`src/rtl/tpim_pkg.sv`:
```
package tpim_pkg;

  localparam int NUM_AXES_MAX = 4;
  localparam int LANE_W       = 16;
  localparam int CFG_IDX_W    = 4;
  localparam int CFG_DATA_W   = 64;
  localparam int STRIDE_W     = 32;
  localparam int FILL_W       = 32;
  localparam int OFFSET_W     = 50;

  typedef enum logic [1:0] {
    MODE_FILL   = 2'd0,
    MODE_MIRROR = 2'd1,
    MODE_FOLD   = 2'd2,
    MODE_CLAMP  = 2'd3
  } border_mode_t;

  typedef enum logic [CFG_IDX_W-1:0] {
    REG_PAD_MODE   = 4'd0,
    REG_AXIS_SIZE  = 4'd1,
    REG_PAD_BEFORE = 4'd2,
    REG_STRIDE_0   = 4'd3,
    REG_STRIDE_1   = 4'd4,
    REG_STRIDE_2   = 4'd5,
    REG_STRIDE_3   = 4'd6,
    REG_FILL_VALUE = 4'd7
  } cfg_reg_t;

  // Axis 0 sits in the high lane of axis_size and pad_before; stride[0] is the low word.
  typedef struct packed {
    border_mode_t                              pad_mode;
    logic [NUM_AXES_MAX*LANE_W-1:0]            axis_size;
    logic [NUM_AXES_MAX*LANE_W-1:0]            pad_before;
    logic [NUM_AXES_MAX-1:0][STRIDE_W-1:0]     stride;
    logic [FILL_W-1:0]                         fill_value;
  } cfg_t;

endpackage

```
`src/rtl/tpim_cfg_regs.sv`:
```
module tpim_cfg_regs (
  input  logic                            clk,
  input  logic                            rst,
  input  logic                            cfg_valid,
  input  logic [tpim_pkg::CFG_IDX_W-1:0]  cfg_index,
  input  logic [tpim_pkg::CFG_DATA_W-1:0] cfg_data,
  output tpim_pkg::cfg_t                  cfg
);
  import tpim_pkg::*;

  always_ff @(posedge clk) begin
    if (rst) begin
      cfg.pad_mode   <= MODE_FILL;
      cfg.axis_size  <= '0;
      cfg.pad_before <= '0;
      cfg.stride[0]  <= '0;
      cfg.stride[1]  <= '0;
      cfg.stride[2]  <= '0;
      cfg.stride[3]  <= STRIDE_W'(1);
      cfg.fill_value <= '0;
    end else if (cfg_valid) begin
      case (cfg_index)
        REG_PAD_MODE:   cfg.pad_mode   <= border_mode_t'(cfg_data[1:0]);
        REG_AXIS_SIZE:  cfg.axis_size  <= cfg_data[NUM_AXES_MAX*LANE_W-1:0];
        REG_PAD_BEFORE: cfg.pad_before <= cfg_data[NUM_AXES_MAX*LANE_W-1:0];
        REG_STRIDE_0:   cfg.stride[0]  <= cfg_data[STRIDE_W-1:0];
        REG_STRIDE_1:   cfg.stride[1]  <= cfg_data[STRIDE_W-1:0];
        REG_STRIDE_2:   cfg.stride[2]  <= cfg_data[STRIDE_W-1:0];
        REG_STRIDE_3:   cfg.stride[3]  <= cfg_data[STRIDE_W-1:0];
        REG_FILL_VALUE: cfg.fill_value <= cfg_data[FILL_W-1:0];
        default: ;
      endcase
    end
  end

endmodule

```
`config.mk`:
```
export PLATFORM = sky130hd
export DESIGN_NAME = tpim_cfg_regs
export DESIGN_NICKNAME = d
export VERILOG_FILES = /design/src/rtl/tpim_pkg.sv /design/src/rtl/tpim_cfg_regs.sv
export SDC_FILE = /design/constraint.sdc
export NUM_CORES = 1
export LEC_CHECK = 0
export BUFFER_PORTS_ARGS = -buffer_cell sky130_fd_sc_hd__buf_2
export CORE_MARGIN = 4
export CORE_UTILIZATION = 33
export CTS_CLUSTER_DIAMETER = 50
export DETAILED_ROUTE_END_ITERATION = 8
export GPL_ROUTABILITY_DRIVEN = 1
export GPL_TIMING_DRIVEN = 0
export PLACE_DENSITY_LB_ADDON = 0.05
export RECOVER_POWER = 25
export REMOVE_ABC_BUFFERS = 1
export SLEW_MARGIN = 20
export SYNTH_ARGS = -nofsm -noshare
export SYNTH_HDL_FRONTEND = slang
export SYNTH_SLANG_ARGS = --single-unit
export TNS_END_PERCENT = 50
```
`constraint.sdc`:
```
create_clock -name clk -period 1.7 [get_ports clk]
set_input_delay 0.425 -clock clk [delete_from_list [all_inputs] [get_ports clk]]
set_output_delay 0.425 -clock clk [all_outputs]
set_load 0.02 [all_outputs]
```
---- Yosys cells after proc, flatten, opt, wreduce, memory -nomap -nowiden ----
Index checks and enable logic that the tools add are counted.
operators by class
  add/subtract/negate cells ............... 0
  multiply operators ...................... 0
  div/mod/pow operators ................... 0
  order comparisons ....................... 0
  equality and inequality tests ........... 7
  shift operators ......................... 0
  muxes and demuxes ....................... 0
  bitwise operators ....................... 0
  reduce and logical (&&, ||, !) cells .... 9
operator list
  operator                                       count
  == test 4 x 3 -> 1 bit, second input constant  4
  AND reduction 2 bit                            8
  == test 4 x 2 -> 1 bit, second input constant  2
  == test 4 x 1 -> 1 bit, second input constant  1
  zero test 4 bit                                1
storage, ports and cells
  flip-flop bits (word level) ............. 290
  bits in latches ......................... 0
  RAM bits ................................ 0
  ROM bits ................................ 0
  bits of input ports ..................... 71
  logic and storage cells ................. 24
  memories kept ........................... 0

---- Depth between registers and ports, before layout ----
Gate-level depths: netlist (run 1).
  word-level depth ........................ 2
  mapped depth ............................ 6
  depth with buffers taken out ............ 3

---- Worst setup path after synthesis (run 1) ----
No wires, ideal clock.
  kind .................................... input -> register
  from .................................... in cfg_index[3] (netlist bit)
  to ...................................... reg cfg[262] (netlist bit)
  setup time .............................. 72 ps
  data arrival time ....................... 1446 ps
  required time ........................... 1628 ps
  slack ................................... 182 ps
  stages .................................. 6
  path buffers ............................ 3
  cells stage by stage .................... nor3b_2 > and2_1 > buf_2 > buf_8 > buf_6 > mux2i_1
on the way
  word-level cells in the longest chain between the ends .. 2
ends and longest elaborated chain
  element                        RTL line             RTL
  start, declared                tpim_cfg_regs.sv:5   input logic [tpim_pkg::CFG_IDX_W-1:0] cfg_index,
  == test 4 x 1 -> 1 bit         tpim_cfg_regs.sv:22  case (cfg_index)
  AND reduction 2 bit (no line)  -
  end, declared                  tpim_cfg_regs.sv:7   output tpim_pkg::cfg_t cfg
No other way between the ends.
A chain may end at the register's enable or synchronous reset.

---- Worst setup path after layout (run 1) ----
  from .................................... in cfg_index[3] (netlist bit)
  to ...................................... reg cfg[162] (netlist bit)
on the way
  word-level cells in the longest chain between the ends .. 2
ends and longest elaborated chain
  element                        RTL line
  == test 4 x 2 -> 1 bit         tpim_cfg_regs.sv:22
  AND reduction 2 bit (no line)  -
No other way between the ends.

==> results of run 1 <==
-- power groups by stage --
| stage | sequential [µW] | combinational [µW] | clock [µW] |
|---|---|---|---|
| CTS | 6930 | 902 | 8520 |
| floorplan | 7190 | 380 | 0 |
| global placement | 7070 | 917 | 0 |
| finish | 6930 | 868 | 8300 |
| detailed placement | 7080 | 892 | 0 |
| global route | 6940 | 942 | 8810 |
-- worst max-delay path, delay by kind of cell --
family,cells,cell delay (ns)
AND/OR/NAND/NOR,2,0.95
multiplexers,1,0.16
buffers and inverters,2,0.46
-- routing by layer --
metal  GRT usage (%)  up-vias
li1                -     4038
met1            22.2     3770
met2            26.4      252
met3            6.05       53
met4            4.41        6
met5               0        -
-- cell type report --
type                    instances  area [µm²]  share of cell area (%)
clock buffers                  48        1070                    7.18
clock inverters                18         250                    1.68
multi-input cells             661        5250                    35.3
flip-flops and latches        290        5810                    39.0
well taps                     448         561                    3.76
repair buffers                369        1950                    13.1
-- logic make-up (layout without fill, tap and decap cells) --
| logic type | Yosys count | after routing | share of synthesized area, % |
|---|---|---|---|
| mux | 290 | 290 | 25.6 |
| flops | 290 | 290 | 51.1 |
| buf+inv | 70 | 435 | 3.06 |
| simple gates | 370 | 371 | 20.2 |
-- Yosys cell counts, drive strengths merged --
master  count
nand2b    353
dfxtp     290
mux2i     290
clkbuf     39
buf        31
nand2       6
nor2        3
and2        2
nand3       2
nor2b       2
and3b       1
nor3b       1
-- per-stage QoR --
stage | area, µm² | std cells | power, µW | worst slack (ns)
detailed placement | 13700 | 1767 | 7970 | -0.633
floorplan | 11000 | 950 | 7570 | -1.07
CTS | 15000 | 1834 | 16400 | 0.0103
global placement | 13400 | 1758 | 7990 | -3.24
finish | 14900 | 1834 | 16100 | 0.0362
global route | 14900 | 1834 | 16700 | -0.0570
-- path summary, 6_finish.rpt --
path	slack (ns)	to	cells past startpoint
max	0.04	cfg[162]	5
min	0.18	cfg[128]	3
max reg2reg	1.08	cfg[241]	2
min reg2reg	0.47	cfg[246]	2
-- timing repair --
action,CTS,global route
endpoints found under the setup margin,41,42
gates resized for setup,3,0
pin swaps,1,0
cloned,1,0
==> run_results.csv, run 1 <==
group,metric,value,unit
status,run_status,"finished, final reports clean",
global_route,antenna_found_initial,2,
clocking,cts_root_buf,"clkbuf_16",
pwr,p_sw_share,22.5,%
timing,worst_slew_pin_slew,0.895,ns
worst_setup_path,cp-startpoint,"cfg_index[3]",
global_route,grt_start_max_net_pins,159,
finish,top_regs,"cfg x290",
finish,antenna_cells,0,
drt,wirelength,33100,µm
clocking,cts_tree,"yes",
worst_setup_path,reg2reg_from,"cfg[241]",
synthesis,ys_warn_count,0,
timing,final-setup-viol-count,0,
floorplan,rows,67,
drt,drt-pass1-iter-count,6,
timing,clock_skew,0,ns
floorplan,fp.dieArea,37400,µm²
global_route,globalRouteTotalUtil,16.8,%
pwr,seq_power_share,43.1,%
timing,hold_ws,0.185,ns
timing,fin_tns_setup,0,ns
timing,relSlewSlack,40.2,%
place,finalWeightedCongestion,0.707,
worst_setup_path,arrival,2.06,ns
clocking,htreeDepth,2,
finish,largest_reg_flops,290,
pwr,combPwrFrac,5.4,%
timing,min_period,1.66,ns
drt,wire_per_inst,18.0,µm
synthesis,ys_ff_latch,290,
place,port_buffers,360,
clocking,cts_sinks,290,
pwr,irDropWorstVdd,613,µV
place,dp_hpwl,21300,µm
clocking,clkTransAtPathRegs,0.05,ns
finish,regMostFlops,"cfg",
hold_path,worstHoldPathType,"input port to register",
worst_setup_path,endpoint_kind,"register",
global_route,grt-ovfl-total,0,
floorplan,boundaryPins,361,
worst_setup_path,crit_path_max_fanout,27,
synthesis,synthTopCellsByArea,"dfxtp_1 (51%), mux2i_1 (26%), nand2b_1 (19%)",
drt,postRouteAntennaNets,0,
timing,post-route-period-util,97.9,%
finish,area.growth.synth_to_final,31.2,%
synthesis,yosysTopAreaCell,"dfxtp_1",
drt,drc,0,
drt,vias,8119,
floorplan,initial_core_util,33.7,%
worst_setup_path,criticalPathCategory,"input port to register",
synthesis,synth.top_cell.area_share,51.1,%
finish,post-route-util,44.2,%
floorplan,core_area,33700,µm²
pwr,power.density,1080,nW/µm²
pwr,clkPwrFrac,51.6,%
pwr,p_int,12500,µW
finish,drive_gt1_share,31.7,%
worst_setup_path,cp_slowest_cell,"nor3b_4",
drt,routed.top_layer,"met5",
pwr,power.leakage,0.00786,µW
pwr,power_switching,3620,µW
drt,wl_met3,2620,µm
worst_setup_path,crit_chain,"buf_2 > nor3b_4 > nand2_4 > buf_16 > mux2i_1",
finish,fin_nets,1431,
synthesis,synthesis.area,11400,µm²
clocking,worst_skew_pair.late_latency,0.52,ns
timing,max_freq,601,MHz
drt,initialDrtViolationCount,306,
finish,final_cell_mix,"buf_2 (358), nand2b_1 (353), mux2i_1 (290), dfxtp_1 (290), clkbuf_16 (39)",
drt,wl_met1,15000,µm
floorplan,die_width,193,µm
drt,detail_route.vias_per_cell,4.43,
worst_setup_path,cp_data_required_time,2.09,ns
clocking,postCtsSetupBuffers,0,
drt,routed-wl-met2,14700,µm
timing,grt_setup_unrepaired,"true",
worst_setup_path,crit_path_start_kind,"input port",
synthesis,synthDistinctLibCells,16,
timing,drv_slew,0,
hold_path,hold_path.startpoint,"cfg_data[0]",
synthesis,synthCells,1020,
synthesis,yosysSeqAreaShare,51.1,%
floorplan,die_y,193,µm
timing,hold_violations,0,
synthesis,avgSynthCellArea,11.1,µm²
global_route,grt_pass1_wl,50500,µm
worst_setup_path,critPathMaxStageDelay,0.49,ns
finish,final.fill_count,3322,
clocking,cts_buffer_depth,3,
clocking,cts_buffers,38,
finish,mostFrequentLayoutCell,"buf_2",
global_route,grt_pass1_vias,8225,
job,cap_violations,0,
clocking,cts_hold_buf,0,
Power figures use the tool's default switching activity.
==> run 2: changes to the inputs <==
==> constraint.sdc (replaced) <==
create_clock -name clk -period 1.7 [get_ports clk]
set_input_delay 0.255 -clock clk [delete_from_list [all_inputs] [get_ports clk]]
set_output_delay 0.255 -clock clk [all_outputs]
set_load 0.02 [all_outputs]
==> run 2 against run 1 <==
Compared with the run above: worst hold slack got worse by 0.17 ns; critical endpoint is now cfg[141]; clock power about the same; critical path depth unchanged; global-route usage down 0.18 points; final cell count increased by 0.16%; first-iteration DRC count is 5.2% higher.
==> run_results.csv, run 2 (same netlist as run 1, synthesis figures left out) <==
group,metric,value,unit
global_route,globalRouteTotalUtil,16.7,%
finish,mostFrequentLayoutCell,"buf_2",
drt,initialDrtViolationCount,322,
drt,wire_per_inst,17.8,µm
floorplan,rows,67,
clocking,cts_tree,"yes",
finish,antenna_cells,0,
place,dp_hpwl,21300,µm
pwr,combPwrFrac,5.4,%
timing,min_period,1.46,ns
worst_setup_path,arrival,1.83,ns
clocking,cts_root_buf,"clkbuf_16",
clocking,clkTransAtPathRegs,0.06,ns
floorplan,core_area,33700,µm²
floorplan,fp.dieArea,37400,µm²
drt,postRouteAntennaNets,0,
finish,regArea,5810,µm²
worst_setup_path,cp_top_family,"buffers and inverters",
place,finalWeightedCongestion,0.707,
global_route,grt_pass1_vias,8220,
floorplan,boundaryPins,361,
worst_setup_path,crit_path_start_kind,"input port",
global_route,grt_pass1_wl,50200,µm
worst_setup_path,r2r_setup_slack,1.08,ns
drt,drt-pass1-iter-count,6,
pwr,clkPwrFrac,51.6,%
clocking,worst_skew_pair.late_latency,0.52,ns
clocking,cts_buffer_depth,3,
place,dpl-instance-area,13700,µm²
clocking,cts_buffers,38,
floorplan,die_width,193,µm
finish,fin_nets,1434,
hold_path,hold_path.startpoint,"cfg_data[41]",
pwr,seq_power_share,43.0,%
floorplan,initial_core_util,33.7,%
timing,final-setup-viol-count,0,
global_route,grt_start_max_net_pins,159,
pwr,p_int,12500,µW
place,dp.cells,1767,
clocking,cts_sinks,290,
timing,relSlewSlack,36.2,%
worst_setup_path,crit_buf_inv,2,
place,port_buffers,360,
worst_setup_path,ff2ff_path_depth,2,
finish,largest_reg_flops,290,
finish,top_regs,"cfg x290",
finish,multi_input_area,5240,µm²
pwr,power,16100,µW
finish,final.fill_count,3317,
pwr,power.density,1080,nW/µm²
worst_setup_path,critPathMaxStageDelay,0.50,ns
worst_setup_path,endpoint_kind,"register",
drt,detail_route.vias_per_cell,4.41,
timing,fin_tns_setup,0,ns
timing,hold_ws,0.0167,ns
finish,design_area,14900,µm²
timing,grt_setup_unrepaired,"false",
timing,post-route-period-util,86.0,%
pwr,power.leakage,0.00788,µW
timing,clock_skew,0,ns
timing,hold_violations,0,
timing,drv_slew,0,
job,cap_violations,0,
worst_setup_path,cp_data_required_time,2.07,ns
timing,max_freq,684,MHz
finish,area.growth.synth_to_final,31.4,%
worst_setup_path,reg2reg_from,"cfg[241]",
hold_path,hold_end,"cfg[201]",
finish,regMostFlops,"cfg",
clocking,htreeDepth,2,
floorplan,die_y,193,µm
pwr,p_sw_share,22.4,%
finish,final_cell_mix,"buf_2 (357), nand2b_1 (353), mux2i_1 (290), dfxtp_1 (290), clkbuf_16 (39)",
worst_setup_path,r2r-end,"cfg[241]",
status,run_status,"finished, final reports clean",
timing,worst_slew_pin_slew,0.957,ns
global_route,grt-ovfl-total,0,
hold_path,hold_depth,3,
worst_setup_path,cp_slowest_cell,"clkbuf_4",
global_route,antenna_found_initial,2,
finish,drive_gt1_share,31.4,%
drt,vias,8102,
hold_path,worstHoldPathType,"input port to register",
finish,stdcell_count,1837,
drt,drc,0,
worst_setup_path,criticalPathCategory,"input port to register",
worst_setup_path,crit_chain,"clkbuf_1 > nor2b_1 > nand2_4 > clkbuf_4 > mux2i_1",
drt,wirelength,32700,µm
worst_setup_path,crit_path_max_fanout,28,
pwr,power_switching,3610,µW
pwr,irDropWorstVdd,614,µV
==> run 2: worst max-delay path by stage <==
stage	start	endpoint	slack, ns	cells past startpoint
floorplan	cfg_index[3]	cfg[224]	-0.90	3
global placement	rst	cfg[243]	-3.07	3
detailed placement	cfg_index[3]	cfg[244]	-0.46	5
CTS	cfg_index[3]	cfg[211]	0.08	4
global route	rst	cfg[168]	0.1	4
finish	cfg_index[1]	cfg[141]	0.24	5
==> run 2: metal layers <==
layer  global-route usage (%)  up-vias  wire length [µm]  part of all wire, %
li1                         -     4043                 -                    -
met1                     22.0     3752             14800                   45
met4                     4.41        6               683                  2.1
met2                     26.0      248             14500                   44
met3                     6.05       53              2680                  8.2
met5                        0        -                32                0.098
==> run 2: power groups by stage <==
stage	Clock [µW]	Combinational [µW]	Sequential, µW
global route	8810	943	6940
floorplan	0	380	7190
finish	8300	869	6930
detailed placement	0	892	7080
CTS	8520	902	6930
global placement	0	917	7070
==> run 2: worst min-delay path: cells and delay by family <==
| family | cells | cell delay, ns |
|---|---|---|
| mux | 1 | 0.06 |
| buf+inv | 1 | 0.09 |
| simple gates | 1 | 0.07 |
==> run 2: final cells by class <==
type | instances | share of cell area, %
Clock inverter | 18 | 1.68
Timing Repair Buffer | 373 | 13.4
Multi-Input combinational cell | 660 | 35.1
Clock buffer | 48 | 7.17
Sequential cell | 290 | 38.9
Tap cell | 448 | 3.76
==> run 2: stage by stage <==
stage,setup slack [ns],utilization [%]
floorplan,-0.900,-
global placement,-3.07,39.7
global route,0.0999,44.3
finish,0.238,44.3
CTS,0.0799,44.6
detailed placement,-0.463,40.6
==> run 2: repair_timing <==
| item | CTS | global route |
|---|---|---|
| setup endpoints to repair | 0 | 7 |
| buffers inserted | 0 | 0 |
| hold endpoints to repair | 4 | 0 |
| hold buffers | 4 | 0 |
| resized for setup | 0 | 2 |
==> run 3: changes to the inputs <==
--- a/config.mk
+++ b/config.mk
@@ -6,6 +6,8 @@
 export NUM_CORES = 1
 export LEC_CHECK = 0
 export BUFFER_PORTS_ARGS = -buffer_cell sky130_fd_sc_hd__buf_2
+export CELL_PAD_IN_SITES_DETAIL_PLACEMENT = 0
+export CELL_PAD_IN_SITES_GLOBAL_PLACEMENT = 1
 export CORE_MARGIN = 4
 export CORE_UTILIZATION = 33
 export CTS_CLUSTER_DIAMETER = 50
==> run 3 against run 2 <==
Compared with the run above: final cell count is 0.11% lower; clock skew stayed put; sequential power hardly changed; combinational power is 0.7% lower; sequential cell count stayed put; sequential share of layout area is 0.19 points higher; power is 1.4% lower; critical path depth stayed put; maximum frequency is 7.0% lower; critical path type unchanged; highest routed layer unchanged.
==> run_results.csv, run 3 (same netlist as run 1, synthesis figures left out) <==
group,metric,value,unit
drt,postRouteAntennaNets,0,
floorplan,initial_core_util,33.7,%
worst_setup_path,ff2ff_path_depth,2,
clocking,htreeDepth,2,
place,dp_hpwl,21900,µm
worst_setup_path,crit_chain,"clkbuf_1 > nor3b_2 > and2_4 > buf_16 > mux2i_1",
timing,drv_slew,0,
worst_setup_path,r2r-end,"cfg[247]",
finish,final_cell_mix,"nand2b_1 (353), buf_2 (332), mux2i_1 (290), dfxtp_1 (290), clkbuf_16 (41)",
clocking,worst_skew_pair.late_latency,0.49,ns
clocking,cts_root_buf,"clkbuf_16",
global_route,grt-ovfl-total,0,
worst_setup_path,cp_data_required_time,2.13,ns
clocking,cts_buffer_depth,3,
floorplan,die_y,193,µm
hold_path,worstHoldPathType,"input port to register",
finish,mostFrequentLayoutCell,"nand2b_1",
clocking,cts_sinks,290,
pwr,power.leakage,0.00773,µW
worst_setup_path,reg2reg_from,"cfg[247]",
timing,relSlewSlack,39.5,%
finish,largest_reg_flops,290,
job,cap_violations,0,
timing,hold_violations,0,
pwr,irDropWorstVdd,516,µV
finish,antenna_cells,0,
pwr,combPwrFrac,5.4,%
drt,vias,8049,
hold_path,hold_path.startpoint,"cfg_data[36]",
global_route,grt_pass1_wl,49700,µm
place,dp.cells,1767,
worst_setup_path,crit_buf_inv,2,
worst_setup_path,crit_path_end,"cfg[247]",
pwr,clkPwrFrac,50.9,%
worst_setup_path,path_depth,5,
floorplan,boundaryPins,361,
timing,hold_ws,0.0288,ns
finish,stdcell_count,1835,
drt,detail_route.vias_per_cell,4.39,
worst_setup_path,cp_slowest_cell,"and2_4",
timing,post-route-period-util,92.5,%
global_route,antenna_found_initial,1,
pwr,p_int,12400,µW
finish,regMostFlops,"cfg",
worst_setup_path,crit_path_max_fanout,33,
drt,wire_per_inst,18.0,µm
worst_setup_path,critPathMaxStageDelay,0.55,ns
finish,top_regs,"cfg x290",
worst_setup_path,crit_path_start_kind,"input port",
pwr,p_sw_share,21.8,%
global_route,globalRouteTotalUtil,16.6,%
floorplan,fp.dieArea,37400,µm²
pwr,power.density,1070,nW/µm²
timing,fin_tns_setup,0,ns
status,run_status,"finished, final reports clean",
timing,clock_skew,0,ns
timing,grt_setup_unrepaired,"false",
clocking,cts_tree,"yes",
drt,initialDrtViolationCount,294,
timing,max_freq,636,MHz
worst_setup_path,cp_top_family,"simple AND/OR/NAND/NOR gates",
global_route,grt_pass1_vias,8049,
worst_setup_path,endpoint_kind,"register",
place,finalWeightedCongestion,0.695,
floorplan,rows,67,
floorplan,core_area,33700,µm²
timing,worst_slew_pin_slew,0.906,ns
worst_setup_path,r2r_setup_slack,1.08,ns
clocking,clkTransAtPathRegs,0.05,ns
worst_setup_path,cp-startpoint,"cfg_index[3]",
finish,drive_gt1_share,29.3,%
place,port_buffers,360,
clocking,postCtsSetupBuffers,0,
clocking,cts_buffers,39,
pwr,power_switching,3450,µW
worst_setup_path,criticalPathCategory,"input port to register",
drt,wirelength,33000,µm
pwr,seq_power_share,43.7,%
drt,drt-pass1-iter-count,4,
drt,drc,0,
pwr,power,15900,µW
finish,area.growth.synth_to_final,30.7,%
finish,post-route-util,44.0,%
worst_setup_path,arrival,2.00,ns
timing,min_period,1.57,ns
finish,fin_nets,1432,
floorplan,die_width,193,µm
global_route,grt_start_max_net_pins,156,
timing,final-setup-viol-count,0,
[run 3: power groups by stage]
stage               Combinational [µW]  Sequential [µW]  Clock (µW)
finish                             863             6930        8070
global route                       939             6940        8660
CTS                                894             6930        8350
detailed placement                 890             7080           0
global placement                   920             7070           0
floorplan                          380             7190           0
[run 3: tightest hold or removal path, cell delays in order]
cell,delay [ns]
buf_2,0.09
nand2b_1,0.07
mux2i_1,0.07
[run 3: per-layer routing]
layer | GRT usage [%] | part of all wire (%)
met3 | 6.82 | 8.4
met4 | 3.49 | 1.4
met2 | 26.5 | 45
met1 | 21.4 | 45
met5 | 0 | 0.039
[run 3: how the worst min path moves through the flow]
stage | to | slack [ns] | cells past startpoint
2_1_floorplan | cfg[128] | 0.41 | 2
3_3_place_gp | cfg[231] | 0.46 | 2
3_5_place_dp | cfg[257] | 0.46 | 2
4_1_cts | cfg[206] | 0.008 | 3
5_1_grt | cfg[196] | 0.02 | 3
6_report | cfg[260] | 0.03 | 3
[run 3: area by class of cell]
type,count,area (µm²)
fill,3353,18900
sequential,290,5810
multi-input combinational,660,5240
timing repair buffer,370,1960
clock buffer,59,1160
tap,448,561
clock inverter,8,123
[run 3: repair_timing]
item,CTS,global route
hold endpoints to repair,1,0
setup endpoints to repair,0,2
hold buffers,1,0
gates resized for setup,0,1
[run 3: through the flow]
step	worst slack, ns	instance area, µm²
4_1_cts	0.0454	14900
5_1_grt	0.0443	14800
3_5_place_dp	-0.462	13600
2_1_floorplan	-0.900	11000
6_report	0.127	14800
3_3_place_gp	-3.14	13400
