[config.mk]
export PLATFORM = sky130hd
export DESIGN_NAME = tpim_axis_map
export DESIGN_NICKNAME = d
export VERILOG_FILES = /design/src/rtl/tpim_pkg.sv /design/src/rtl/tpim_axis_map.sv
export SDC_FILE = /design/constraint.sdc
export NUM_CORES = 1
export LEC_CHECK = 0
export BUFFER_PORTS_ARGS = -buffer_cell sky130_fd_sc_hd__buf_2
export CAP_MARGIN = 15
export CELL_PAD_IN_SITES_DETAIL_PLACEMENT = 0
export CELL_PAD_IN_SITES_GLOBAL_PLACEMENT = 1
export CORE_ASPECT_RATIO = 0.7
export CORE_MARGIN = 3
export CORE_UTILIZATION = 40
export DETAILED_ROUTE_END_ITERATION = 8
export PLACE_DENSITY_LB_ADDON = 0.3
export SYNTH_ARGS = -nofsm -noshare
export SYNTH_HDL_FRONTEND = slang
export SYNTH_SLANG_ARGS = --single-unit
[constraint.sdc]
create_clock -name vclk -period 29
set_clock_uncertainty 0.05 [all_clocks]
set_input_delay 5.8 -clock vclk [all_inputs]
set_output_delay 5.8 -clock vclk [all_outputs]
set_load 0.005 [all_outputs]
[src/rtl/tpim_pkg.sv]
package tpim_pkg;

  localparam int NUM_AXES_MAX = 4;
  localparam int LANE_W       = 16;
  localparam int CFG_IDX_W    = 4;
  localparam int CFG_DATA_W   = 64;
  localparam int STRIDE_W     = 32;
  localparam int FILL_W       = 32;
  localparam int OFFSET_W     = 50;

  typedef enum logic [1:0] {
    MODE_FILL   = 2'd0,
    MODE_MIRROR = 2'd1,
    MODE_FOLD   = 2'd2,
    MODE_CLAMP  = 2'd3
  } border_mode_t;

  typedef enum logic [CFG_IDX_W-1:0] {
    REG_PAD_MODE   = 4'd0,
    REG_AXIS_SIZE  = 4'd1,
    REG_PAD_BEFORE = 4'd2,
    REG_STRIDE_0   = 4'd3,
    REG_STRIDE_1   = 4'd4,
    REG_STRIDE_2   = 4'd5,
    REG_STRIDE_3   = 4'd6,
    REG_FILL_VALUE = 4'd7
  } cfg_reg_t;

  // Axis 0 sits in the high lane of axis_size and pad_before; stride[0] is the low word.
  typedef struct packed {
    border_mode_t                              pad_mode;
    logic [NUM_AXES_MAX*LANE_W-1:0]            axis_size;
    logic [NUM_AXES_MAX*LANE_W-1:0]            pad_before;
    logic [NUM_AXES_MAX-1:0][STRIDE_W-1:0]     stride;
    logic [FILL_W-1:0]                         fill_value;
  } cfg_t;

endpackage

[src/rtl/tpim_axis_map.sv]
module tpim_axis_map #(
  parameter int COORD_WIDTH = 16
) (
  input  logic [COORD_WIDTH-1:0]  coord,
  input  logic [COORD_WIDTH-1:0]  size,
  input  logic [COORD_WIDTH-1:0]  pad,
  input  tpim_pkg::border_mode_t  mode,
  output logic [COORD_WIDTH-1:0]  src,
  output logic                    border
);
  import tpim_pkg::*;

  localparam int RW = COORD_WIDTH + 3;
  localparam logic signed [RW-1:0] ONE = RW'(1);
  localparam logic signed [RW-1:0] TWO = RW'(2);

  logic signed [RW-1:0] rel;
  logic signed [RW-1:0] n;
  logic signed [RW-1:0] n_last;
  logic signed [RW-1:0] s_raw;
  logic signed [RW-1:0] s_lim;
  logic                 lead;
  logic                 reflective;

  always_comb begin
    n          = $signed({3'b000, size});
    n_last     = n - ONE;
    rel        = $signed({3'b000, coord}) - $signed({{3{pad[COORD_WIDTH-1]}}, pad});
    lead       = rel[RW-1];
    border     = lead || (rel >= n);
    reflective = (mode == MODE_MIRROR) || (mode == MODE_FOLD);

    s_raw = '0;
    if (lead) begin
      case (mode)
        MODE_MIRROR: s_raw = -rel;
        MODE_FOLD:   s_raw = -rel - ONE;
        default:     s_raw = '0;
      endcase
    end else begin
      case (mode)
        MODE_MIRROR: s_raw = (n <<< 1) - TWO - rel;
        MODE_FOLD:   s_raw = (n <<< 1) - ONE - rel;
        MODE_CLAMP:  s_raw = n_last;
        default:     s_raw = '0;
      endcase
    end

    // single reflection only: clamp into the axis
    s_lim = s_raw;
    if (reflective && (s_lim > n_last)) begin
      s_lim = n_last;
    end
    if (s_lim[RW-1]) begin
      s_lim = '0;
    end

    src = border ? s_lim[COORD_WIDTH-1:0] : rel[COORD_WIDTH-1:0];
  end

endmodule

* After elaboration in Yosys (flattened, before gate mapping)
Index checks and enable logic that the tools add are counted.
** Word-level totals
- Logic and storage cells :: 22
- Register bits after elaboration :: 0
- Bits of input ports :: 50
** Operators by class
- Add/sub/neg operators :: 8
- Eq/ne operators :: 3
- Reductions and logical operators :: 3
- $lt $le $gt $ge :: 2
- Multiplexer cells :: 6
** Operators with widths (count)
- $pmux 19 s3 :: 1
- $mux 19 :: 2
- $pmux 19 s2 :: 1
- $sub 18x18->19 :: 2
- $mux 16 :: 2
- $gt 19x17->1 :: 1
- $neg 18->19 :: 1
- $sub 19x2->19 const B :: 1
- $ge 18x17->1 :: 1
- $sub 17x1->18 const B :: 1
- $sub 17x16->18 :: 1
- $sub 17x2->18 const B :: 1
- $sub 16x1->17 const B :: 1
- $eq 2x2->1 const B :: 2
- $eq 2x1->1 const B :: 1
- $logic_or 1x1->1 :: 2
- $logic_and 1x1->1 :: 1

* Longest topological paths before layout
Gate-level depths: netlist of run 1.
- Depth in word-level cells :: 10
- Depth in mapped cells :: 31

* Least setup slack after synthesis of run 1
Ideal clock, no wire load.
- Path kind :: input port to output port
- Start point :: input port pad[3]
- End point :: output port src[8]
- Slack :: 11723 ps
- Arrival time :: 11427 ps
- Stages :: 30
- Cell sequence :: inv_1 -> ha_1 -> a21o_1 -> a21oi_1 -> a21o_1 -> a221o_1 -> clkbuf_1 -> ha_1 -> a21o_1 -> a21oi_1 -> a2bb2oi_1 -> a21oi_1 -> o21a_1 -> o21ai_0 -> nand2b_1 -> xnor2_1 -> nor2_1 -> o21ai_0 -> o221ai_1 -> ha_1 -> nand4_1 -> nor3_1 -> o211ai_1 -> a221o_1 -> buf_2 -> a21oi_1 -> a2bb2oi_1 -> o21ai_2 -> buf_4 -> o31ai_1
** On the way
- Longest elaborated chain between the ends :: 10
** RTL lines
- start: declaration :: line tpim_axis_map.sv:6 : input logic [COORD_WIDTH-1:0] pad,
- $sub 17x16->18 * :: line tpim_axis_map.sv:28 : rel = $signed({3'b000, coord}) - $signed({{3{pad[COORD_WIDTH-1]}}, pad});
- $neg 18->19 :: line tpim_axis_map.sv:36, tpim_axis_map.sv:37
- $sub 19x2->19 :: line tpim_axis_map.sv:37 : MODE_FOLD: s_raw = -rel - ONE;
- $pmux 19 s2 :: line tpim_axis_map.sv:35 : case (mode)
- $mux 19 :: line tpim_axis_map.sv:34 : if (lead) begin
- $gt 19x17->1 :: line tpim_axis_map.sv:51 : if (reflective && (s_lim > n_last)) begin
- $logic_and 1x1->1 :: line tpim_axis_map.sv:51
- $mux 19 :: line tpim_axis_map.sv:51
- $mux 16 :: line tpim_axis_map.sv:54 : if (s_lim[RW-1]) begin
- $mux 16 * :: line tpim_axis_map.sv:58 : src = border ? s_lim[COORD_WIDTH-1:0] : rel[COORD_WIDTH-1:0];
- end: declaration :: line tpim_axis_map.sv:8 : output logic [COORD_WIDTH-1:0] src,
Every way passes the cells marked *; elsewhere a longest branch is shown, timed or not.

* Final worst setup path of run 1
- Start point :: input port coord[3]
- End point :: output port src[15]
** On the way
- Longest elaborated chain between the ends :: 10
** RTL lines
- start: declaration :: line tpim_axis_map.sv:4 : input logic [COORD_WIDTH-1:0] coord,
- $sub 17x16->18 * :: line tpim_axis_map.sv:28
- $neg 18->19 :: line tpim_axis_map.sv:36, tpim_axis_map.sv:37
- $sub 19x2->19 :: line tpim_axis_map.sv:37
- $pmux 19 s2 :: line tpim_axis_map.sv:35
- $mux 19 :: line tpim_axis_map.sv:34
- $gt 19x17->1 :: line tpim_axis_map.sv:51
- $logic_and 1x1->1 :: line tpim_axis_map.sv:51
- $mux 19 :: line tpim_axis_map.sv:51
- $mux 16 :: line tpim_axis_map.sv:54
- $mux 16 * :: line tpim_axis_map.sv:58
Marked as above.

==> tab_implementation.tex, run 1 <==
\begin{tabular}{lr}
\hline
Metric & Value \\
\hline
\multicolumn{2}{l}{\textbf{Run status}} \\
\quad Outcome & finished clean \\
\multicolumn{2}{l}{\textbf{Finish}} \\
\quad Storage element area & 0 sq um \\
\quad Number of sequential cells in the layout & 0 \\
\quad Filler instances & 1,296 \\
\quad Layout clock buffer count & 0 \\
\quad ANT cells & 0 \\
\quad Fraction of final layout cells sized beyond drive strength 1 & 0.1401 \\
\quad Utilization of the core after routing & 0.4578 \\
\quad Area added between synthesis and finish & 9.334\% \\
\quad Final net count & 908 \\
\quad Area occupied by multi-input gates & 4593 sq um \\
\multicolumn{2}{l}{\textbf{Pwr}} \\
\quad Max IR drop VDD & 0.02178 mV \\
\quad Leakage & 2.552 nW \\
\quad Net switching component of the power & 0.0001214 W \\
\quad Net switching share of the total power & 0.5938 \\
\quad Power per cell area & 37.28 nW/um\^{}2 \\
\quad Share of total power in the clock network & 0 \\
\quad Internal Dissipation & 0.00008301 W \\
\quad Share of power burned in registers & 0 \\
\quad Share of total power in combinational logic & 1.000 \\
\multicolumn{2}{l}{\textbf{Setup path}} \\
\quad Critical path data required time & 23.15 ns \\
\quad Sort of element at the start of the critical path & input port \\
\quad Critical-path top delay cell & a221o\_1 \\
\quad Most used cell along the critical path & a21o\_1 \\
\quad Kind of critical path & in -> out \\
\quad Worst Path Arrival & 13.49 ns \\
\quad Critical path capture point type & primary output \\
\quad Critical-path maximum fanout & 18 \\
\quad Peak per-stage delay on the critical path & 0.65 ns \\
\multicolumn{2}{l}{\textbf{Synth}} \\
\quad Post-synthesis instance total & 731 \\
\quad Yosys top cell by area & ha\_1 \\
\quad Library cells used by synthesis & 85 \\
\quad Post-synth design cell area & 5014 sq um \\
\quad Ranking of synthesized cells by area & ha\_1 (19\%), xnor2\_1 (7.0\%), inv\_1 (6.5\%) \\
\quad Sequential share of the synthesized area & 0 \\
\quad Synth Net Count & 859 \\
\quad Mean Syn Cell Area & 6.858 sq um \\
\quad Area share of the leading cell type in the synthesized netlist & 0.1897 \\
\quad Count of warnings emitted by yosys & 0 \\
\multicolumn{2}{l}{\textbf{Timing}} \\
\quad RSZ-0062 raised after global routing & no \\
\quad Max\_slew headroom & 0.2406 \\
\quad Post-Route Setup TNS & 0 ns \\
\quad Number of max-slew violations in the final report & 0 \\
\quad Crit share post-route & 0.6669 \\
\quad Fin crit period & 19.34 ns \\
\quad Final number of setup-violating endpoints & 0 \\
\quad Final hold violation count & 0 \\
\quad Top achievable clock speed & 51.71 MHz \\
\quad Slew of the pin with the lowest slew margin & 1.137 ns \\
\multicolumn{2}{l}{\textbf{GRT}} \\
\quad First-pass GRT wire length & 27.74 mm \\
\quad Antenna violations before repair & 0 \\
\quad Remaining global-route overflow & 0 \\
\quad Gr usage total & 0.2369 \\
\quad Via count of the first global-routing pass & 5,263 \\
\quad Pin count of the biggest net entering global routing & 30 \\
\multicolumn{2}{l}{\textbf{Run}} \\
\quad Max Cap Viol & 0 \\
\multicolumn{2}{l}{\textbf{Floorplan}} \\
\quad Number of primary I/O pins & 67 \\
\quad Initial Utilization & 0.4187 \\
\quad Floorplan die width & 139.8 microns \\
\quad Core box area & 11,970 sq um \\
\quad Vertical extent of the die & 99.67 microns \\
\quad Site Rows & 33 \\
\quad Total Die Area & 13,930 sq um \\
\multicolumn{2}{l}{\textbf{Worst hold path}} \\
\quad Worst-case hold path end point & src[0] \\
\quad Type of the most critical hold path & in -> out \\
\quad Hold depth & 5 \\
\quad Startpoint of the tightest hold check path & size[0] \\
\multicolumn{2}{l}{\textbf{Route}} \\
\quad Total DRC errors in the routed layout & 0 \\
\quad Number of design-rule violations left by the first detailed-router iteration & 438 \\
\quad Routed len/inst & 18.40 microns \\
\quad Via-per-instance ratio & 6.185 \\
\quad Antenna Violating Nets Remaining & 0 \\
\quad Router iterations before antenna repair & 5 \\
\quad DR vias & 5,783 \\
\quad Sum of routed wire length over all layers & 17.20 mm \\
\multicolumn{2}{l}{\textbf{Place}} \\
\quad Routability congestion estimate from global placement & 1.036 \\
\quad IO Port Bufs & 67 \\
\quad Post-DP HPWL & 14.37 mm \\
\multicolumn{2}{l}{\textbf{Clock tree}} \\
\quad PostCTS Resize Cnt & 0 \\
\quad Setup repair bufs after CTS & 0 \\
\quad Hold Buf Count CTS & 0 \\
\hline
\end{tabular}
-- cell type report --
type	instances	area share
multi-input cells	618	0.8379
inverters	91	0.06231
well taps	157	0.03584
repair buffers	69	0.06391
-- per-stage QoR --
| step | power [W] | std cells | hold slack, ns | worst slack [ns] | area, sq um |
|---|---|---|---|---|---|
| final | 0.0002044 | 935 | 11.99 | 9.661 | 5482 |
| after global routing | 0.0002271 | 935 | 12.03 | 9.020 | 5482 |
| after CTS | 0.0002013 | 935 | 12.00 | 9.766 | 5482 |
| after floorplan | 0.0001479 | 731 | 11.71 | 11.72 | 5014 |
| after global placement | 0.0001992 | 935 | 12.00 | 9.912 | 5482 |
| after detailed placement | 0.0001997 | 935 | 11.99 | 9.833 | 5482 |
-- worst max path at each step --
stage | slack [ns] | cells after the start | to | from
floorplan | 11.72 | 30 | src[8] | pad[3]
finish | 9.66 | 27 | src[15] | coord[3]
global placement | 9.91 | 27 | src[15] | coord[3]
CTS | 9.77 | 27 | src[15] | coord[3]
detailed placement | 9.83 | 27 | src[15] | coord[3]
global route | 9.02 | 28 | src[15] | pad[1]
-- cells in the mapped netlist, types with 8 or more instances --
cell type and number:
ha_1 76, clkbuf_1 17, nand2_1 48, o22ai_1 16, a21oi_1 32, a31oi_1 8
a21o_1 23, o21ai_0 46, nand3_1 19, xor2_1 11, o21a_1 12, xnor2_1 40
nor2_1 47, nor3_1 24, nand2b_1 10, o211ai_1 9, nand4_1 13, a22oi_1 13
inv_1 87, a211oi_1 10
-- cell usage in the layout, fill, tap and decap left out, types with 6 or more instances in the layout --
master | netlist | routed
a211oi_1 | 10 | 10
a21o_1 | 23 | 23
a21oi_1 | 32 | 32
a22oi_1 | 13 | 13
a2bb2oi_1 | 6 | 6
a31oi_1 | 8 | 8
and2_1 | 7 | 7
buf_2 | 2 | 67
ha_1 | 76 | 76
inv_1 | 87 | 87
mux2i_1 | 6 | 6
nand2_1 | 48 | 48
nand2b_1 | 10 | 10
nand3_1 | 19 | 19
nand4_1 | 13 | 13
nor2_1 | 47 | 47
nor3_1 | 24 | 24
nor4_1 | 6 | 6
o211ai_1 | 9 | 9
o21a_1 | 12 | 12
o21ai_0 | 46 | 46
o221ai_1 | 6 | 6
o22ai_1 | 16 | 16
o31a_1 | 6 | 6
o32ai_1 | 7 | 7
or2_2 | 7 | 7
xnor2_1 | 40 | 40
xor2_1 | 11 | 11
-- per-layer routing --
metal / vias up / track usage / wire (microns)
met2: 202 / 0.3709 / 7234
li1: 2854 / - / -
met1: 2706 / 0.3560 / 8613
met3: 21 / 0.02931 / 1158
met5: - / 0 / 0
met4: 0 / 0.02904 / 195
-- critical path, delay by kind of cell --
family	cells	cell delay, ns
AOI/OAI and AO/OA	18	5.41
adders and majority gates	3	1.06
buffers and inverters	3	0.70
and+or+nand+nor	3	0.51
-- kinds of logic (layout without fill, tap and decap cells) --
logic type,Yosys count,after routing,synth area share
AND/OR/NAND/NOR,223,223,0.2361
AO/OA/AOI/OAI,256,256,0.3656
XOR/XNOR,53,53,0.09683
adder cells (fa/ha/maj),78,78,0.1977
multiplexers,8,8,0.01647
buffers and inverters,113,160,0.08735
-- power groups by stage --
stage               Clock [W]  Combinational, W  Sequential, W
floorplan                   0          0.000148              0
global placement            0          0.000199              0
detailed placement          0          0.000200              0
CTS                         0          0.000201              0
global route                0          0.000227              0
finish                      0          0.000204              0
Note: power is estimated with default switching activity, not from simulation.
==> run 2: changes to the inputs <==
--- a/config.mk
+++ b/config.mk
@@ -5,13 +5,14 @@
 export SDC_FILE = /design/constraint.sdc
 export NUM_CORES = 1
 export LEC_CHECK = 0
+export ABC_AREA = 1
 export BUFFER_PORTS_ARGS = -buffer_cell sky130_fd_sc_hd__buf_2
 export CAP_MARGIN = 15
 export CELL_PAD_IN_SITES_DETAIL_PLACEMENT = 0
 export CELL_PAD_IN_SITES_GLOBAL_PLACEMENT = 1
 export CORE_ASPECT_RATIO = 0.7
 export CORE_MARGIN = 3
-export CORE_UTILIZATION = 40
+export CORE_UTILIZATION = 38
 export DETAILED_ROUTE_END_ITERATION = 8
 export PLACE_DENSITY_LB_ADDON = 0.3
 export SYNTH_ARGS = -nofsm -noshare
==> constraint.sdc (replaced) <==
create_clock -name vclk -period 17.13
set_clock_uncertainty 0.05 [all_clocks]
set_input_delay 3.426 -clock vclk [all_inputs]
set_output_delay 3.426 -clock vclk [all_outputs]
set_load 0.005 [all_outputs]
==> run 2 against run 1 <==
Cell count is 30% higher. Non-clock buffer count decreased by 1. Die area up 11%. Critical endpoint is now src[4]. Global-route usage fell by 0.88 points. Flip-flop and latch count stayed put. Synthesized area up 5.8%. Synthesized cell count grew 34%. Worst setup slack lost 5.9 ns. Design area increased by 6.0%. Routed wire length is 5.6% higher. Power rose by 59%.
==> tab_implementation.tex, run 2 <==
\begin{tabular}{lr}
\hline
Metric & Value \\
\hline
\multicolumn{2}{l}{\textbf{Run status}} \\
\quad Outcome & finished clean \\
\multicolumn{2}{l}{\textbf{Place}} \\
\quad Area post-placement & 5808 sq um (+6.0\%) \\
\quad Post-placement cell count & 1,218 (+30\%) \\
\quad Routability congestion estimate from global placement & 0.9546 (-7.8\%) \\
\quad Post-DP HPWL & 15.36 mm (+6.9\%) \\
\quad IO Port Bufs & 67 (unchanged) \\
\multicolumn{2}{l}{\textbf{Synth}} \\
\quad Synth Area in Compound Gates & 0.1647 (-0.2009) \\
\quad Parity-gate share of the synthesized area counting xor and xnor cells & 0.04293 (-0.05390) \\
\quad Count of warnings emitted by yosys & 0 (unchanged) \\
\quad Synth Net Count & 1,107 (+29\%) \\
\quad Adder-cell share of the synthesized area & 0.1868 (-0.01082) \\
\quad Area share of the leading cell type in the synthesized netlist & 0.2123 (+0.02265) \\
\quad Combinational family with the most area after synthesis & simple AND/OR/NAND/NOR gates \\
\quad Ranking of synthesized cells by area & nand2\_1 (21\%), ha\_1 (18\%), inv\_1 (10\%) \\
\quad Sequential share of the synthesized area & 0 (unchanged) \\
\quad Mean Syn Cell Area & 5.418 sq um (-21\%) \\
\quad Post-synthesis instance total & 979 (+34\%) \\
\quad Top-count cell post-synth & nand2\_1 \\
\quad Post-synth design cell area & 5304 sq um (+5.8\%) \\
\quad Simple-gate portion of the synthesized area & 0.4784 (+0.2423) \\
\quad Library cells used by synthesis & 45 (-47\%) \\
\quad Yosys top cell by area & nand2\_1 \\
\quad Synth top cells by count & nand2\_1 (300), inv\_1 (146), nand3\_1 (84) \\
\quad Mux cell area share after synthesis & 0 (-0.01647) \\
\multicolumn{2}{l}{\textbf{Finish}} \\
\quad Filler instances & 1,583 (+22\%) \\
\quad Layout clock buffer count & 0 (unchanged) \\
\quad ANT cells & 0 (unchanged) \\
\quad Fraction of final layout cells sized beyond drive strength 1 & 0.1423 (+0.002201) \\
\quad Storage element area & 0 sq um (unchanged) \\
\quad Design area & 5808 sq um (+6.0\%) \\
\quad Number of sequential cells in the layout & 0 (unchanged) \\
\quad Area occupied by multi-input gates & 4629 sq um (+0.79\%) \\
\quad Commonest non-fill, non-tap cell in the layout & nand2\_1 \\
\quad Final instance count without filler cells & 1,218 (+30\%) \\
\quad Final net count & 1,163 (+28\%) \\
\quad Area added between synthesis and finish & 9.507\% \\
\quad Commonest non-fill, non-tap cells in the layout & nand2\_1 (300), inv\_1 (146), nand3\_1 (84) \\
\multicolumn{2}{l}{\textbf{GRT}} \\
\quad Pin count of the biggest net entering global routing & 25 (-17\%) \\
\quad Via count of the first global-routing pass & 5,514 (+4.8\%) \\
\quad Remaining global-route overflow & 0 (unchanged) \\
\quad First-pass GRT wire length & 29.04 mm (+4.7\%) \\
\quad Antenna violations before repair & 0 (unchanged) \\
\quad Gr usage total & 0.2280 (-0.008845) \\
\multicolumn{2}{l}{\textbf{Clock tree}} \\
\quad PostCTS Resize Cnt & 0 (unchanged) \\
\quad Setup repair bufs after CTS & 0 (unchanged) \\
\quad Hold Buf Count CTS & 0 (unchanged) \\
\multicolumn{2}{l}{\textbf{Route}} \\
\quad DR vias & 6,419 (+11\%) \\
\quad Number of design-rule violations left by the first detailed-router iteration & 717 (+64\%) \\
\quad Via-per-instance ratio & 5.270 (-15\%) \\
\quad Routed len/inst & 14.92 microns (-19\%) \\
\quad Sum of routed wire length over all layers & 18.17 mm (+5.6\%) \\
\quad Antenna Violating Nets Remaining & 0 (unchanged) \\
\quad Router iterations before antenna repair & 5 (unchanged) \\
\quad Total DRC errors in the routed layout & 0 (unchanged) \\
\multicolumn{2}{l}{\textbf{Floorplan}} \\
\quad Site Rows & 35 (+6.1\%) \\
\quad Initial Utilization & 0.3958 (-0.02291) \\
\quad Floorplan die width & 147.2 microns (+5.3\%) \\
\quad Number of primary I/O pins & 67 (unchanged) \\
\quad Core box area & 13,400 sq um (+12\%) \\
\quad Total Die Area & 15,430 sq um (+11\%) \\
\quad Vertical extent of the die & 104.8 microns (+5.2\%) \\
\multicolumn{2}{l}{\textbf{Timing}} \\
\quad Top achievable clock speed & 74.58 MHz \\
\quad Crit share post-route & 0.7828 \\
\quad Fin crit period & 13.41 ns \\
\quad Final number of setup-violating endpoints & 0 (unchanged) \\
\quad RSZ-0062 raised after global routing & no \\
\quad Slew of the pin with the lowest slew margin & 1.077 ns (-0.05992 ns) \\
\quad Post-Route Setup TNS & 0 ns (unchanged) \\
\quad Final hold violation count & 0 (unchanged) \\
\quad Max\_slew headroom & 0.2795 (+0.03891) \\
\quad Number of max-slew violations in the final report & 0 (unchanged) \\
\multicolumn{2}{l}{\textbf{Run}} \\
\quad Max Cap Viol & 0 (unchanged) \\
\multicolumn{2}{l}{\textbf{Setup path}} \\
\quad Worst Path Arrival & 9.93 ns (-3.56 ns) \\
\quad Critical path data required time & 13.65 ns (-9.50 ns) \\
\quad Sort of element at the start of the critical path & input port \\
\quad Critical-path maximum fanout & 24 (+6) \\
\quad Most used cell along the critical path & nand3\_1 \\
\quad Kind of critical path & in -> out \\
\quad Peak per-stage delay on the critical path & 0.38 ns (-0.27 ns) \\
\quad Critical-path top delay cell & inv\_1 \\
\quad Critical path capture point type & primary output \\
\multicolumn{2}{l}{\textbf{Pwr}} \\
\quad Net switching share of the total power & 0.6591 (+0.06533) \\
\quad Internal Dissipation & 0.0001109 W (+34\%) \\
\quad Final Power & 0.0003253 W (+59\%) \\
\quad Share of total power in combinational logic & 1.000 (about the same) \\
\quad Max IR drop VDD & 0.02658 mV (+22\%) \\
\quad Leakage & 3.322 nW (+30\%) \\
\quad Net switching component of the power & 0.0002144 W (+77\%) \\
\quad Power per cell area & 56.01 nW/um\^{}2 (+50\%) \\
\quad Share of total power in the clock network & 0 (unchanged) \\
\quad Share of power burned in registers & 0 (unchanged) \\
\multicolumn{2}{l}{\textbf{Worst hold path}} \\
\quad Type of the most critical hold path & in -> out \\
\hline
\end{tabular}
run 2: cell types whose count changed after synthesis, sizes merged, moves of 9 or more:
cell,previous run,this run
a21o,23,1
inv,90,158
nor2,48,72
xnor2,41,7
nand3,19,99
nor3,26,12
nand4,14,23
nand2b,10,0
a21oi,35,62
nand2,48,331
a22oi,13,1
o21a,12,2
run 2: logic make-up (layout without fill, tap and decap cells):
logic type,count (synthesis),count (layout)
AO/OA/AOI/OAI,156,156
XOR/XNOR,26,26
adder cells (fa/ha/maj),78,78
buffers and inverters,175,229
AND/OR/NAND/NOR,544,544
run 2: layer usage:
layer | global-route usage | vias to the layer above | share of wire
met1 | 0.3845 | 2833 | 0.53
met3 | 0.01127 | 16 | 0.080
met2 | 0.3196 | 240 | 0.38
li1 | - | 3330 | -
met5 | 0 | - | 0
met4 | 0.02128 | 0 | 0.010
run 2: cell type report:
type                            count  area share
Inverter                          161      0.1041
Multi-Input combinational cell    804      0.7971
Timing Repair Buffer               68     0.05903
Tap cell                          185     0.03985
run 2: final timing paths:
path,from,end,slack [ns],cells past startpoint
max,size[0],src[4],3.72,37
min,pad[0],src[0],7.37,4
run 2: worst max-delay path: cells and delay by family:
kind / cells / cell delay (ns)
AO/OA/AOI/OAI: 4 / 0.45
AND/OR/NAND/NOR: 21 / 3.64
XOR/XNOR: 2 / 0.40
adder cells (fa/ha/maj): 2 / 0.71
buffers and inverters: 8 / 1.29
run 2: power by group through the flow:
stage | logic (W) | clock network, W | registers, W
after global placement | 0.000320 | 0 | 0
final | 0.000325 | 0 | 0
after global routing | 0.000368 | 0 | 0
after detailed placement | 0.000318 | 0 | 0
after floorplan | 0.000233 | 0 | 0
after CTS | 0.000320 | 0 | 0
run 2: through the flow:
step | util | worst slack [ns] | hold WS, ns
3_5_place_dp | 0.4334 | 3.887 | 7.371
6_report | 0.4334 | 3.721 | 7.372
2_1_floorplan | - | 5.599 | 7.100
3_3_place_gp | 0.4334 | 3.926 | 7.369
4_1_cts | 0.4334 | 3.842 | 7.380
5_1_grt | 0.4334 | 3.084 | 7.453
==> run 3: changes to the inputs <==
==> constraint.sdc (replaced) <==
create_clock -name vclk -period 11.2
set_clock_uncertainty 0.05 [all_clocks]
set_input_delay 2.24 -clock vclk [all_inputs]
set_output_delay 2.24 -clock vclk [all_outputs]
set_load 0.005 [all_outputs]
==> run 3 against run 2 <==
Design area is 0.52% higher. Core utilization is 0.22 points higher. Power is 53% higher. Non-clock buffer count is 4 higher. Hold slack worse by 2.4 ns. Critical path depth is 1 lower. First-iteration DRC count is 9.9% lower. Via count is 0.45% lower. Die area stayed put. Critical path type unchanged. Largest power group unchanged.
==> tab_implementation.tex, run 3 (same netlist as run 2, synthesis figures left out) <==
\begin{tabular}{lr}
\hline
Metric & Value \\
\hline
\multicolumn{2}{l}{\textbf{Timing}} \\
\quad Final hold violation count & 0 (unchanged) \\
\quad Number of max-slew violations in the final report & 0 (unchanged) \\
\quad Post-Route Setup TNS & 0 ns (unchanged) \\
\quad RSZ-0062 raised after global routing & no \\
\quad Max\_slew headroom & 0.4537 (+0.1742) \\
\quad Slew of the pin with the lowest slew margin & 0.8119 ns (-0.2648 ns) \\
\quad Fin crit period & 10.48 ns \\
\quad Final number of setup-violating endpoints & 0 (unchanged) \\
\quad Top achievable clock speed & 95.42 MHz \\
\quad Crit share post-route & 0.9357 \\
\multicolumn{2}{l}{\textbf{Finish}} \\
\quad Final net count & 1,167 (+0.34\%) \\
\quad ANT cells & 0 (unchanged) \\
\quad Utilization of the core after routing & 0.4357 (+0.002241) \\
\quad Number of sequential cells in the layout & 0 (unchanged) \\
\quad Layout clock buffer count & 0 (unchanged) \\
\quad Area added between synthesis and finish & 10.07\% \\
\quad Fraction of final layout cells sized beyond drive strength 1 & 0.1456 (+0.003308) \\
\quad Commonest non-fill, non-tap cell in the layout & nand2\_1 \\
\quad Commonest non-fill, non-tap cells in the layout & nand2\_1 (300), inv\_1 (146), nand3\_1 (84) \\
\quad Storage element area & 0 sq um (unchanged) \\
\multicolumn{2}{l}{\textbf{Clock tree}} \\
\quad Setup repair bufs after CTS & 0 (unchanged) \\
\quad PostCTS Resize Cnt & 0 (unchanged) \\
\quad Hold Buf Count CTS & 0 (unchanged) \\
\multicolumn{2}{l}{\textbf{Pwr}} \\
\quad Net switching share of the total power & 0.6551 (-0.004038) \\
\quad Max IR drop VDD & 0.04150 mV (+56\%) \\
\quad Net switching component of the power & 0.0003267 W (+52\%) \\
\quad Power per cell area & 85.41 nW/um\^{}2 (+52\%) \\
\quad Share of total power in combinational logic & 1.000 (about the same) \\
\quad Leakage & 3.342 nW (+0.60\%) \\
\quad Share of power burned in registers & 0 (unchanged) \\
\quad Internal Dissipation & 0.0001720 W (+55\%) \\
\quad Final Power & 0.0004986 W (+53\%) \\
\quad Share of total power in the clock network & 0 (unchanged) \\
\multicolumn{2}{l}{\textbf{Place}} \\
\quad Post-DP HPWL & 15.50 mm (+0.91\%) \\
\quad Routability congestion estimate from global placement & 0.9508 (-0.40\%) \\
\quad IO Port Bufs & 67 (unchanged) \\
\multicolumn{2}{l}{\textbf{Floorplan}} \\
\quad Number of primary I/O pins & 67 (unchanged) \\
\quad Total Die Area & 15,430 sq um (unchanged) \\
\quad Vertical extent of the die & 104.8 microns (unchanged) \\
\quad Core box area & 13,400 sq um (unchanged) \\
\quad Initial Utilization & 0.3958 (unchanged) \\
\quad Site Rows & 35 (unchanged) \\
\quad Floorplan die width & 147.2 microns (unchanged) \\
\multicolumn{2}{l}{\textbf{Route}} \\
\quad Number of design-rule violations left by the first detailed-router iteration & 646 (-9.9\%) \\
\quad DR vias & 6,390 (-0.45\%) \\
\quad Total DRC errors in the routed layout & 0 (unchanged) \\
\quad Via-per-instance ratio & 5.229 (-0.78\%) \\
\quad Router iterations before antenna repair & 5 (unchanged) \\
\quad Antenna Violating Nets Remaining & 0 (unchanged) \\
\quad Sum of routed wire length over all layers & 18.28 mm (+0.62\%) \\
\quad Routed len/inst & 14.96 microns (+0.29\%) \\
\multicolumn{2}{l}{\textbf{GRT}} \\
\quad Met1 usage & 0.3694 (-0.01512) \\
\quad First-pass GRT wire length & 29.27 mm (+0.78\%) \\
\quad Gr usage total & 0.2286 (+0.0006369) \\
\quad Busiest layer in global routing & met1 \\
\quad Pin count of the biggest net entering global routing & 24 (-4.0\%) \\
\quad Remaining global-route overflow & 0 (unchanged) \\
\quad Met3 track utilization from global routing & 0.02948 (+0.01821) \\
\quad Met2 Track Usage GR & 0.3193 (-0.0003285) \\
\quad Via count of the first global-routing pass & 5,709 (+3.5\%) \\
\quad Antenna violations before repair & 0 (unchanged) \\
\multicolumn{2}{l}{\textbf{Setup path}} \\
\quad Critical path capture point type & primary output \\
\quad Kind of critical path & in -> out \\
\quad Peak per-stage delay on the critical path & 0.38 ns (about the same) \\
\quad Critical-path maximum fanout & 23 (-4.2\%) \\
\quad Most used cell along the critical path & nand3\_1 \\
\quad Sort of element at the start of the critical path & input port \\
\quad Critical path data required time & 8.91 ns (-4.74 ns) \\
\quad Worst Path Arrival & 8.19 ns (-1.74 ns) \\
\quad Critical-path top delay cell & ha\_1 \\
\multicolumn{2}{l}{\textbf{Worst hold path}} \\
\quad Type of the most critical hold path & in -> out \\
\multicolumn{2}{l}{\textbf{Run status}} \\
\quad Outcome & finished clean \\
\multicolumn{2}{l}{\textbf{Run}} \\
\quad Max Cap Viol & 0 (unchanged) \\
\hline
\end{tabular}
==> run 3: path summary, 6_finish.rpt <==
kind | endpoint | slack, ns | start | depth (start not counted)
setup / recovery | src[2] | 0.72 | size[0] | 36
hold / removal | src[0] | 5.02 | pad[0] | 4
==> run 3: final cells by class <==
type	instances	area [sq um]
Fill cell	1532	7562
Multi-Input combinational cell	804	4629
Tap cell	185	231.5
Timing Repair Buffer	72	372.9
Inverter	161	604.3
==> run 3: worst max-delay path, delay by kind of cell <==
family | cells | cell delay (ns)
and+or+nand+nor | 21 | 3.37
buffers and inverters | 7 | 0.97
adders and majority gates | 2 | 0.72
AOI/OAI and AO/OA | 4 | 0.49
xor gates and xnor gates | 2 | 0.38
==> run 3: metal layers <==
metal	vias to the layer above	routed length, microns
met3	21	1813
met4	0	293
met5	-	0
met1	2752	9407
li1	3334	-
met2	283	6768
==> run 3: power groups by stage <==
stage	combinational [W]	sequential (W)	clock, W
floorplan	0.000356	0	0
global placement	0.000492	0	0
detailed placement	0.000487	0	0
CTS	0.000491	0	0
global route	0.000566	0	0
finish	0.000499	0	0
==> run 3: stage by stage <==
stage               cells  hold WS [ns]  setup WS (ns)  instance area (sq um)
detailed placement   1222         5.028         0.8662                   5838
global route         1222         5.098        0.01224                   5838
global placement     1222         5.031         0.9104                   5838
finish               1222         5.018         0.7199                   5838
floorplan             979         4.728          2.041                   5304
CTS                  1222         5.028         0.8397                   5838
